--- config.mk ---
export PLATFORM = sky130hd
export DESIGN_NAME = window_median
export DESIGN_NICKNAME = d
export VERILOG_FILES = /design/src/rtl/wm_pkg.sv /design/src/rtl/window_median.sv /design/src/rtl/wm_ram.sv
export SDC_FILE = /design/constraint.sdc
export NUM_CORES = 1
export LEC_CHECK = 0
export BUFFER_PORTS_ARGS = -buffer_cell sky130_fd_sc_hd__clkbuf_2
export CAP_MARGIN = 20
export CORE_AREA = 2 2 267 269
export CTS_BUF_LIST = sky130_fd_sc_hd__clkbuf_4 sky130_fd_sc_hd__clkbuf_8 sky130_fd_sc_hd__clkbuf_16
export CTS_CLUSTER_DIAMETER = 200
export CTS_CLUSTER_SIZE = 14
export DETAILED_ROUTE_END_ITERATION = 12
export DIE_AREA = 0 0 269 271
export PLACE_DENSITY = 0.56
export SLEW_MARGIN = 20
export SYNTH_ARGS = -nofsm -noshare
export SYNTH_HDL_FRONTEND = slang
export SYNTH_SLANG_ARGS = --single-unit
--- constraint.sdc ---
create_clock -name clk -period 9.04 [get_ports clk]
set_input_delay 1.356 -clock clk [delete_from_list [all_inputs] [get_ports clk]]
set_output_delay 1.356 -clock clk [all_outputs]
set_load 0.02 [all_outputs]
--- src/rtl/wm_pkg.sv ---
// Package with the shared widths of the window median block.
package wm_pkg;

  // Payload widths of the input and result words.
  localparam int SAMPLE_W = 32;
  localparam int MEDIAN_W = 33;
  localparam int COUNT_W  = 5;

  typedef logic signed [SAMPLE_W-1:0] sample_t;
  typedef logic signed [MEDIAN_W-1:0] median_t;
  typedef logic [COUNT_W-1:0]         count_t;

endpackage

--- src/rtl/window_median.sv ---
// Top level of the window median block: sorted sample store and median output.
//
// Collects up to WINDOW signed Q24.8 samples per block in a RAM kept in
// ascending order and, on the word marked last, returns the median in Q24.9
// together with the number of samples kept and a flag for dropped samples.
// A sample is placed by insertion: the entries above its place are moved up
// one at a time through the single read and write port of the store. A
// sample that arrives into an empty store is written straight to the bottom
// entry, and one that arrives into a full store is dropped. The word marked
// last then reads the two middle entries, adds them and loads the output
// register. The input side is taken again while a result waits in the output
// register; only a following last word waits for that register to empty. No
// clearing pass is needed after reset: only entries below the fill count are
// ever used.
module window_median #(
  parameter int WINDOW = 16
) (
  input  logic                     clk,
  input  logic                     rst_n,
  input  logic                     in_valid,
  output logic                     in_ready,
  input  logic [31:0]              in_sample,
  input  logic                     in_last,
  output logic                     out_valid,
  input  logic                     out_ready,
  output logic signed [32:0]       out_median,
  output logic [4:0]               out_sample_count,
  output logic                     out_overflowed
);

  localparam int AW = (WINDOW > 1) ? $clog2(WINDOW) : 1;
  localparam int CW = $clog2(WINDOW + 1);

  typedef enum logic [2:0] {
    ST_IDLE,
    ST_INS,
    ST_PUT,
    ST_MRD_A,
    ST_MRD_B,
    ST_MSUM,
    ST_MOUT
  } state_t;

  state_t            state_r, state_nxt;
  logic [CW-1:0]     fill_count_r, fill_count_nxt;
  logic              drop_flag_r, drop_flag_nxt;
  logic [AW-1:0]     pos_r, pos_nxt;
  wm_pkg::sample_t   v_r, v_nxt;
  logic              last_r, last_nxt;
  wm_pkg::sample_t   mid_a_r, mid_a_nxt;
  wm_pkg::median_t   sum_r, sum_nxt;
  logic              out_valid_r, out_valid_nxt;
  wm_pkg::median_t   out_median_r, out_median_nxt;
  wm_pkg::count_t    out_count_r, out_count_nxt;
  logic              out_ovf_r, out_ovf_nxt;

  logic              ram_we;
  logic [AW-1:0]     ram_waddr;
  logic [31:0]       ram_wdata;
  logic [AW-1:0]     ram_raddr;
  logic [31:0]       ram_rdata;

  logic              in_fire;
  logic              store_full;
  logic              out_free;

  // Sorted sample store.
  wm_ram #(
    .WIDTH(wm_pkg::SAMPLE_W),
    .DEPTH(WINDOW)
  ) u_store (
    .clk   (clk),
    .we    (ram_we),
    .waddr (ram_waddr),
    .wdata (ram_wdata),
    .raddr (ram_raddr),
    .rdata (ram_rdata)
  );

  assign in_ready   = (state_r == ST_IDLE);
  assign in_fire    = in_valid && in_ready;
  assign store_full = (fill_count_r == CW'(WINDOW));
  assign out_free   = !out_valid_r || out_ready;

  // Sequencer: insertion into the store, then the median read-out.
  always_comb begin
    state_nxt      = state_r;
    fill_count_nxt = fill_count_r;
    drop_flag_nxt  = drop_flag_r;
    pos_nxt        = pos_r;
    v_nxt          = v_r;
    last_nxt       = last_r;
    mid_a_nxt      = mid_a_r;
    sum_nxt        = sum_r;
    out_valid_nxt  = out_valid_r;
    out_median_nxt = out_median_r;
    out_count_nxt  = out_count_r;
    out_ovf_nxt    = out_ovf_r;
    ram_we         = 1'b0;
    ram_waddr      = pos_r;
    ram_wdata      = v_r;
    ram_raddr      = pos_r;

    // The output word leaves when the consumer takes it.
    if (out_valid_r && out_ready) begin
      out_valid_nxt = 1'b0;
    end

    case (state_r)
      ST_IDLE: begin
        if (in_fire) begin
          v_nxt    = in_sample;
          last_nxt = in_last;
          if (store_full) begin
            // No room: the sample is dropped and the block is flagged.
            drop_flag_nxt = 1'b1;
            state_nxt     = in_last ? ST_MRD_A : ST_IDLE;
          end else if (fill_count_r == '0) begin
            // Empty store: the sample goes straight to the bottom entry.
            ram_we         = 1'b1;
            ram_waddr      = '0;
            ram_wdata      = in_sample;
            fill_count_nxt = fill_count_r + 1'b1;
            state_nxt      = in_last ? ST_MRD_A : ST_IDLE;
          end else begin
            // Start at the free slot and look at the entry below it.
            pos_nxt   = AW'(fill_count_r);
            ram_raddr = AW'(fill_count_r - 1'b1);
            state_nxt = ST_INS;
          end
        end
      end

      ST_INS: begin
        if ($signed(ram_rdata) > v_r) begin
          // Move the larger entry up one place and read the next one down.
          ram_we    = 1'b1;
          ram_waddr = pos_r;
          ram_wdata = ram_rdata;
          pos_nxt   = pos_r - 1'b1;
          ram_raddr = AW'(pos_r - AW'(2));
          if (pos_r == AW'(1)) begin
            state_nxt = ST_PUT;
          end
        end else begin
          ram_we         = 1'b1;
          ram_waddr      = pos_r;
          ram_wdata      = v_r;
          fill_count_nxt = fill_count_r + 1'b1;
          state_nxt      = last_r ? ST_MRD_A : ST_IDLE;
        end
      end

      ST_PUT: begin
        // Sample is the smallest so far: it takes the bottom entry.
        ram_we         = 1'b1;
        ram_waddr      = pos_r;
        ram_wdata      = v_r;
        fill_count_nxt = fill_count_r + 1'b1;
        state_nxt      = last_r ? ST_MRD_A : ST_IDLE;
      end

      ST_MRD_A: begin
        // Lower middle entry; equals the upper one for an odd count.
        ram_raddr = AW'((fill_count_r - 1'b1) >> 1);
        state_nxt = ST_MRD_B;
      end

      ST_MRD_B: begin
        ram_raddr = AW'(fill_count_r >> 1);
        mid_a_nxt = ram_rdata;
        state_nxt = ST_MSUM;
      end

      ST_MSUM: begin
        // Sum of the two middle Q24.8 values is the mean in Q24.9.
        sum_nxt   = {mid_a_r[31], mid_a_r} + {ram_rdata[31], ram_rdata};
        state_nxt = ST_MOUT;
      end

      ST_MOUT: begin
        if (out_free) begin
          out_valid_nxt  = 1'b1;
          out_median_nxt = sum_r;
          out_count_nxt  = wm_pkg::COUNT_W'(fill_count_r);
          out_ovf_nxt    = drop_flag_r;
          fill_count_nxt = '0;
          drop_flag_nxt  = 1'b0;
          state_nxt      = ST_IDLE;
        end
      end

      default: begin
        state_nxt = ST_IDLE;
      end
    endcase
  end

  // State, counters and the output register.
  always_ff @(posedge clk) begin
    if (!rst_n) begin
      state_r      <= ST_IDLE;
      fill_count_r <= '0;
      drop_flag_r  <= 1'b0;
      out_valid_r  <= 1'b0;
    end else begin
      state_r      <= state_nxt;
      fill_count_r <= fill_count_nxt;
      drop_flag_r  <= drop_flag_nxt;
      out_valid_r  <= out_valid_nxt;
    end
    pos_r        <= pos_nxt;
    v_r          <= v_nxt;
    last_r       <= last_nxt;
    mid_a_r      <= mid_a_nxt;
    sum_r        <= sum_nxt;
    out_median_r <= out_median_nxt;
    out_count_r  <= out_count_nxt;
    out_ovf_r    <= out_ovf_nxt;
  end

  assign out_valid        = out_valid_r;
  assign out_median       = out_median_r;
  assign out_sample_count = out_count_r;
  assign out_overflowed   = out_ovf_r;

endmodule

--- src/rtl/wm_ram.sv ---
// Generic single-port-write, single-port-read RAM with a registered read.
module wm_ram #(
  parameter int WIDTH = 32,
  parameter int DEPTH = 16
) (
  input  logic                                     clk,
  input  logic                                     we,
  input  logic [((DEPTH > 1) ? $clog2(DEPTH) : 1)-1:0] waddr,
  input  logic [WIDTH-1:0]                         wdata,
  input  logic [((DEPTH > 1) ? $clog2(DEPTH) : 1)-1:0] raddr,
  output logic [WIDTH-1:0]                         rdata
);

  logic [WIDTH-1:0] mem [DEPTH];

  // Write port and registered read port.
  always_ff @(posedge clk) begin
    if (we) begin
      mem[waddr] <= wdata;
    end
    rdata <= mem[raddr];
  end

endmodule

Yosys cells after proc, flatten, opt, wreduce, memory -nomap -nowiden
Memory sizes are Yosys's and may differ from the RTL's. A register that Yosys moved wholly into a read port is not among the register bits.
Index checks and enable logic that the tools add are counted.

operators by class
  magnitude comparators = 1
  $add $sub $neg = 5
  equal/unequal tests = 17
  mux-type cells = 47
  reduce and logical (&&, ||, !) cells = 16

operator list
  cell                 number
  $mux 32              4
  $pmux 32 s2          1
  $mux 4               12
  $add 32x32->33       1
  $gt 32x32->1         1
  $mux 5               5
  $pmux 3 s7           1
  $pmux 5 s4           1
  $pmux 4 s4           1
  $mux 3               4
  $mux 1               11
  $ne 2x2->1 const B   5
  $eq 3x3->1 const B   3
  $mux 2               4
  $pmux 4 s2           1
  $eq 3x2->1 const B   2
  $ne 2x1->1 const B   3
  $reduce_and 6->1     1
  $add 5x1->5 const B  1
  $eq 5x5->1 const B   1
  $logic_not 5->1      1
  $reduce_and 5->1     1
  $sub 5x1->5 const B  1
  $eq 4x1->1 const B   1
  other kinds (15)     19

word-level totals
  word-level logic and storage cells = 99
  memory bits (writable) = 512
  register bits = 151
  memories = 1
  output and inout bits = 41

memories
  memory       words  bits a word  rd ports  clocked after memory_dff  write ports  RTL line      RTL
  u_store.mem  16     32           1         1                         1            wm_ram.sv:14  logic [WIDTH-1:0] mem [DEPTH];

Longest topological paths before layout
Gate-level depths: netlist of the first run.

  depth in word-level cells = 7
  mapped depth = 15
  depth with buffers taken out = 13

Cells and area by module
From an unflattened synthesis of the first run, not the netlist that was laid out.

second synthesis, totals
  cells, all modules = 1567
  area, all modules = 28328.4 µm²

by module, submodules not included
  module         area each (µm²)  instances  seq. area each (µm²)  cells each
  wm_ram         19835.3          1          16015.4               838
  window_median  8493.1           1          4434.3                729

Least setup slack after synthesis of the first run
OpenSTA, ideal clock, no wires.

  path type = input port to flip-flop
  start = input in_valid
  end = memory u_store.mem[1][0] (enable)
  stages = 8
  arrival = 5.145 ns
  library setup time = 0.421 ns
  setup slack = 3.474 ns
  path buffers = 3
  cells stage by stage = clkbuf_1 and2_1 nand2_1 nor2_1 buf_2 clkbuf_1 nor2_1 nor2_1

on the way
  cells in the longest elaborated chain, start to end = 5
  elaborated cells between the ends (all ways) = 7
  those cells by class = 6 x mux; 1 x reduce/logical

RTL lines
  what                          RTL line              RTL
  start, declared               window_median.sv:20   input logic in_valid,
  $logic_and 1x1->1 (*)         window_median.sv:81   assign in_fire = in_valid && in_ready;
  $mux 1                        window_median.sv:111  if (in_fire) begin
  $pmux 1 s2                    window_median.sv:109  case (state_r)
  $mux 1                        wm_ram.sv:18          if (we) begin
  $mux 1 (not written as such)  wm_ram.sv:19          mem[waddr] <= wdata;
  end, declared                 wm_ram.sv:14

Every way passes the cells marked *; elsewhere a longest branch is shown, timed or not.

Worst setup path in the final report of the first run
  start = register state_r[1]
  end = memory u_store.mem[2][29], data pin

on the way
  cells in the longest elaborated chain, start to end = 4
  elaborated cells between the ends (all ways) = 5
  those cells by class = 1 x eq/ne; 2 x mux; 2 x reduce/logical

RTL lines
  what                    RTL line                                   RTL
  start, declared         window_median.sv:44                        state_t state_r, state_nxt;
  start signal, assigned  window_median.sv:207                       state_r <= state_nxt;
  $logic_not 3->1         window_median.sv:80, window_median.sv:109
  $logic_and 1x1->1       window_median.sv:81
  $mux 32                 window_median.sv:111
  $pmux 32 s2 (*)         window_median.sv:109
  net ram_wdata[29]       window_median.sv:59                        logic [31:0] ram_wdata;

The timed path passes the listed nets; every way through them passes the cells marked *.

==> results of run 1 <==
## cell type report
class / count / share of cell area (%)
Timing Repair Buffer: 112 / 2.10
Tap cell: 940 / 3.60
Sequential cell: 695 / 62.7
Inverter: 78 / 0.897
Clock buffer: 95 / 5.14
Clock inverter: 4 / 0.192
Multi-Input combinational cell: 987 / 25.4
## state kept, by name, indices dropped and copies added, names as in the netlist, 3 cells and up
register and count:
out_sample_count 5, u_store.mem 512, mid_a_r 32, sum_r 33, v_r 32, u_store.rdata 32
pos_r 4, state_r 3, fill_count_r 5, out_median 33
## worst min path at each step
stage                                           to  cells past startpoint
after floorplan            out_median[0]$_DFFE_PP_                      0
after global placement    out_median[18]$_DFFE_PP_                      0
after detailed placement   out_median[0]$_DFFE_PP_                      0
after CTS                  out_median[0]$_DFFE_PP_                      0
after global routing      out_median[15]$_DFFE_PP_                      0
final                      out_median[3]$_DFFE_PP_                      0
## metal layers
layer	share of wire, %	vias to the layer above
li1	-	7308
met1	45	8163
met2	47	467
met3	5.0	101
met4	2.6	0
met5	0	-
## Yosys cell counts (3+ instances only)
cell	number	area (um2)
edfxtp_1	653	19600
nor2_1	53	199
inv_1	78	293
a221oi_1	3	26.3
a21o_1	24	180
a222oi_1	25	250
xnor2_1	26	228
a21oi_1	44	220
nand2_1	84	315
o22ai_1	9	56.3
clkbuf_1	30	113
a211oi_2	3	37.5
mux2i_1	392	3920
buf_2	36	180
and2_1	7	43.8
o21ai_0	34	170
nand4_1	10	62.6
buf_6	8	90.1
a21boi_0	4	30.0
xor2_1	11	96.3
a211oi_1	6	45.0
and3_1	5	31.3
dfxtp_1	42	841
ha_1	70	876
a211o_1	3	26.3
nand2b_1	11	68.8
nand3_1	20	100
nor3b_1	3	22.5
o211ai_1	5	37.5
a22oi_1	67	503
o21ai_1	3	15.0
nor3_1	9	45.0
a31oi_1	10	62.6
and4_1	5	43.8
or3_1	3	18.8
buf_4	8	60.1
nor2b_1	5	31.3
o21bai_1	5	37.5
## cells by family (layout without fill, tap and decap cells)
logic type	count (synthesis)	count (layout)	synth area share (%)
AO/OA/AOI/OAI	264	264	6.40
XOR/XNOR	37	37	1.11
adder cells (fa/ha/maj)	71	71	3.06
buffers and inverters	161	289	2.53
flip-flops	695	695	69.9
multiplexers	392	392	13.4
AND/OR/NAND/NOR	223	223	3.59
## stage by stage
| stage | worst slack [ns] | hold slack, ns | instances | utilization, % |
|---|---|---|---|---|
| finish | 4.05 | 0.419 | 2911 | 46.8 |
| global route | 3.88 | 0.426 | 2911 | 46.8 |
| CTS | 4.04 | 0.420 | 2910 | 46.7 |
| detailed placement | 3.83 | 0.405 | 2811 | 44.2 |
| global placement | 3.87 | 0.400 | 2811 | 44.2 |
| floorplan | 3.47 | 0.400 | 1843 | - |
## cell usage in the layout (no fill, tap or decap), types with 26 or more instances in the layout
master     instances
a21oi_1           44
a22oi_1           67
dfxtp_1           42
buf_4             32
clkbuf_16         55
clkbuf_2          77
clkbuf_4          40
nand2_1           84
nor2_1            33
mux2i_1          392
o21ai_0           34
xnor2_1           26
edfxtp_1         653
inv_1             78
ha_1              70
## critical path: stages, from the launching register on
cell and delay [ns]:
dfxtp_1 0.54, nor3_1 0.64, and2_2 0.94, nand2_1 0.32, nor2_4 0.14, buf_4 0.46
o21ai_4 0.35, a222oi_1 0.78, inv_1 0.42
==> out/qor.csv, run 1 <==
metric,value,unit
Final HPWL DP,38.9,mm
clk slew on worst S/H paths,0.07,ns
Core ar.,0.0698,mm2
final wirelength,70.1,mm
origin of the worst min-delay path,sum_r[3]$_DFFE_PN_,
Startpoint Class,flip-flop,
#FFs+latches synth,695,
syn nets,1951,
nets@finish,2037,
detailed-route wire length per cell,24.1,um
Final Setup Violations,0,
gr usage total,19.2,%
postcts setup bufs,0,
number of enable flip-flop cells after synthesis,653,
met2 Track Usage GR,31.4,%
Critical Path AT,5.27,ns
largest net degree at the start of global routing,106,
"critical path fanouts, max",35,
Slew headroom,30.5,%
initial DRC count,1496,
Max-Cap Viols,0,
post-synth cell types,62,
Placed Area,0.0309,mm2
Cell Rows,97,
syn_area_per_cell,15.9,um2
Area Overhead vs Synth,11.5,%
"Seq/Total Area, Yosys",69.9,%
CTS tree,yes,
met1 usage,26.6,%
yosys warns,0,
post-route cell area,0.0326,mm2
FF/Latch Area,0.0204,mm2
Via-to-Cell Ratio,5.51,
die area,0.0729,mm2
Die Height,271,um
CP Class,reg2reg,
Ant. Diodes,0,
CTS sink cnt,695,
FF-to-FF setup slack,4.05,ns
DRT Pass-1 Iters,5,
clk buf depth,3,
final hold viol count,0,
Tcrit/Tclk final,55.2,%
ANT nets after route,0,
IO buf count,77,
global-route wire length before repair,103,mm
status,completed,
Fin Setup TNS,0,ns
Critical path origin,state_r[1]$_SDFFE_PN0P_,
Clock Skews,0.0135,ns
r2r startpoint,state_r[1]$_SDFFE_PN0P_,
r2r endpoint,u_store.mem[2][29]$_DFFE_PP_,
grt total ovfl,0,
Inserted Clock Buffers,55,
Worst Tran Pin Value,1.04,ns
CP endpoint kind,flip-flop,
Setup crit end,u_store.mem[2][29]$_DFFE_PP_,
Syn Inst Count,1843,
vias in the first global route,15700,
Tmin final,4.99,ns
GP Congestion,0.849,
initial antenna violation count,2,
post-synthesis async set-or-reset flop share,0,%
RSZ-0062 raised after global routing,no,
FF-to-FF path depth,8,
gr busiest metal,met2,
share of layout cells above drive strength 1,12.5,%
WP data required,9.31,ns
Netlist Area Pre-Place,0.0293,mm2
Post-CTS Resized,0,
Final Max Tran Viols,0,
worst skew pair latency,0.64,ns
met3 GRT Util,2.88,%
width of the die,269,um
Ports,78,
Main synth FF type,edfxtp_1,
vias,16000,
multi-input logic area,0.00828,mm2
HP Class,reg2reg,
CTS H-tree lvls,2,
Root Buffer,clkbuf_16,
Initial Utilization,41.9,%
DRC violations left,0,
post-cts hold buffer count,0,
max frequency,200,MHz
Filler cells,5962,
Power of run 1 is not shown: default switching activity piles up to over one toggle a cycle in this logic, so the estimate is an artifact.
==> run 2: changes to the inputs <==
- clock period: 9.04 -> 5 ns (I/O delays scaled with it)
==> run 2 against run 1 <==
Effect of this change: wire length up 3.3%; setup slack worse by 3.8 ns; worst hold slack worse by 0.10 ns; highest routed layer unchanged; first-iteration DRC count up 2.5%; register-to-register slack got worse by 3.8 ns; clock skew up 0.011 ns; largest cell class unchanged.
==> out/qor.csv, run 2 (synthesis results as in run 1) <==
metric,value,unit
status,completed,
"commonest non-fill, non-tap cell in the layout",edfxtp_1,
Root Buffer,clkbuf_16,
detailed-route wire length per cell,24.6,um
Initial Utilization,41.9,%
RSZ-0062 raised after global routing,no,
Cell Rows,97,
CP max stage cell,nor2b_4,
DRT Pass-1 Iters,6,
Tmin final,4.72,ns
clk buf depth,3,
final wirelength,72.5,mm
CP max stage delay,0.77,ns
r2r startpoint,u_store.rdata[17]$_DFF_P_,
Max-Cap Viols,0,
Startpoint Class,flip-flop,
Tcrit/Tclk final,94.5,%
"critical path fanouts, max",17,
global-route wire length before repair,106,mm
vias,16100,
vias in the first global route,15900,
Post-CTS Resized,0,
CTS sink cnt,695,
FF/Latch Area,0.0204,mm2
WHS Path Cells,1,
final hold viol count,0,
met3 GRT Util,2.68,%
origin of the worst min-delay path,in_sample[12],
Via-to-Cell Ratio,5.47,
die area,0.0729,mm2
share of layout cells above drive strength 1,13.9,%
Worst Tran Pin Value,1.09,ns
"commonest cells after routing, fill and taps aside","edfxtp_1 (653), mux2i_1 (392), nand2_1 (84), inv_1 (78), clkbuf_2 (77)",
largest net degree at the start of global routing,65,
r2r endpoint,u_store.rdata[19]$_DFF_P_,
CP Cell Sequence,"ha_1, a21oi_1, o21ai_0, a221oi_1, o22ai_1, or3_1, a21o_1, a211oi_2, nor2b_4, buf_12, a22oi_1, nand2_1",
initial DRC count,1533,
"Endpoint, Worst Hold",v_r[12]$_DFFE_PP_,
width of the die,269,um
CTS tree,yes,
Fin Setup TNS,0,ns
Die Height,271,um
grt total ovfl,0,
Ports,78,
worst skew pair latency,0.63,ns
gr busiest metal,met2,
Final Max Tran Viols,0,
Core ar.,0.0698,mm2
Critical Path AT,5.28,ns
Top reg by flops,u_store.mem,
DRC violations left,0,
CP Class,reg2reg,
post-cts hold buffer count,0,
Final HPWL DP,44.9,mm
FF-to-FF setup slack,0.28,ns
max frequency,212,MHz
clk slew on worst S/H paths,0.07,ns
CTS H-tree lvls,2,
nets@finish,2065,
met2 Track Usage GR,32.7,%
Clock Skews,0.0245,ns
postcts setup bufs,0,
ANT nets after route,0,
Area Overhead vs Synth,12.8,%
HP Class,in2reg,
met1 usage,27.8,%
Filler cells,5970,
multi-input logic area,0.00827,mm2
GP Congestion,0.873,
Inserted Clock Buffers,55,
max reg flops,512,
Slew headroom,27.1,%
CP endpoint kind,flip-flop,
Final Setup Violations,0,
FF-to-FF path depth,12,
gr usage total,19.9,%
initial antenna violation count,3,
IO buf count,77,
WP data required,5.55,ns
==> run 2: metrics by stage <==
step	util (%)	cells	worst slack, ns	instance area (um2)	hold WS (ns)
2_1_floorplan	-	1843	-0.195	29300	0.400
3_3_place_gp	44.7	2839	0.377	31200	0.402
3_5_place_dp	44.7	2839	0.339	31200	0.405
4_1_cts	47.2	2942	0.324	33000	0.282
5_1_grt	47.3	2945	0.115	33000	0.297
6_report	47.3	2945	0.276	33000	0.320
==> run 2: worst max-delay path by stage <==
stage                                          from                           to  slack, ns  cells past startpoint
after floorplan             state_r[1]$_SDFFE_PN0P_  u_store.mem[1][0]$_DFFE_PP_      -0.19                      9
after global placement    u_store.rdata[17]$_DFF_P_    u_store.rdata[19]$_DFF_P_       0.38                     12
after detailed placement  u_store.rdata[17]$_DFF_P_    u_store.rdata[19]$_DFF_P_       0.34                     12
after CTS                 u_store.rdata[17]$_DFF_P_    u_store.rdata[19]$_DFF_P_       0.32                     12
after global routing      u_store.rdata[17]$_DFF_P_    u_store.rdata[19]$_DFF_P_       0.11                     12
final                     u_store.rdata[17]$_DFF_P_    u_store.rdata[19]$_DFF_P_       0.28                     12
==> run 2: per-layer routing <==
metal  routed length, um  vias to the layer above
met5                   0                        -
met4                1570                        0
met3                3420                       85
met2               35000                      451
met1               32500                     8170
li1                    -                     7392
==> run 2: layout make-up <==
type | instances | area share [%]
inverter | 78 | 0.888
sequential | 695 | 62.0
clock inverter | 2 | 0.0834
multi-input combinational | 987 | 25.1
tap | 940 | 3.57
antenna | 2 | 0.0152
clock buffer | 101 | 5.33
timing repair buffer | 140 | 3.06
==> run 2: critical path, delay by kind of cell, from the launching register on <==
kind | cells | cell delay (ns)
flops | 1 | 0.49
simple gates | 3 | 1.35
buf+inv | 1 | 0.27
fa+ha+maj | 1 | 0.31
compound gates | 7 | 2.21
Power of run 2 is left out for the same reason.
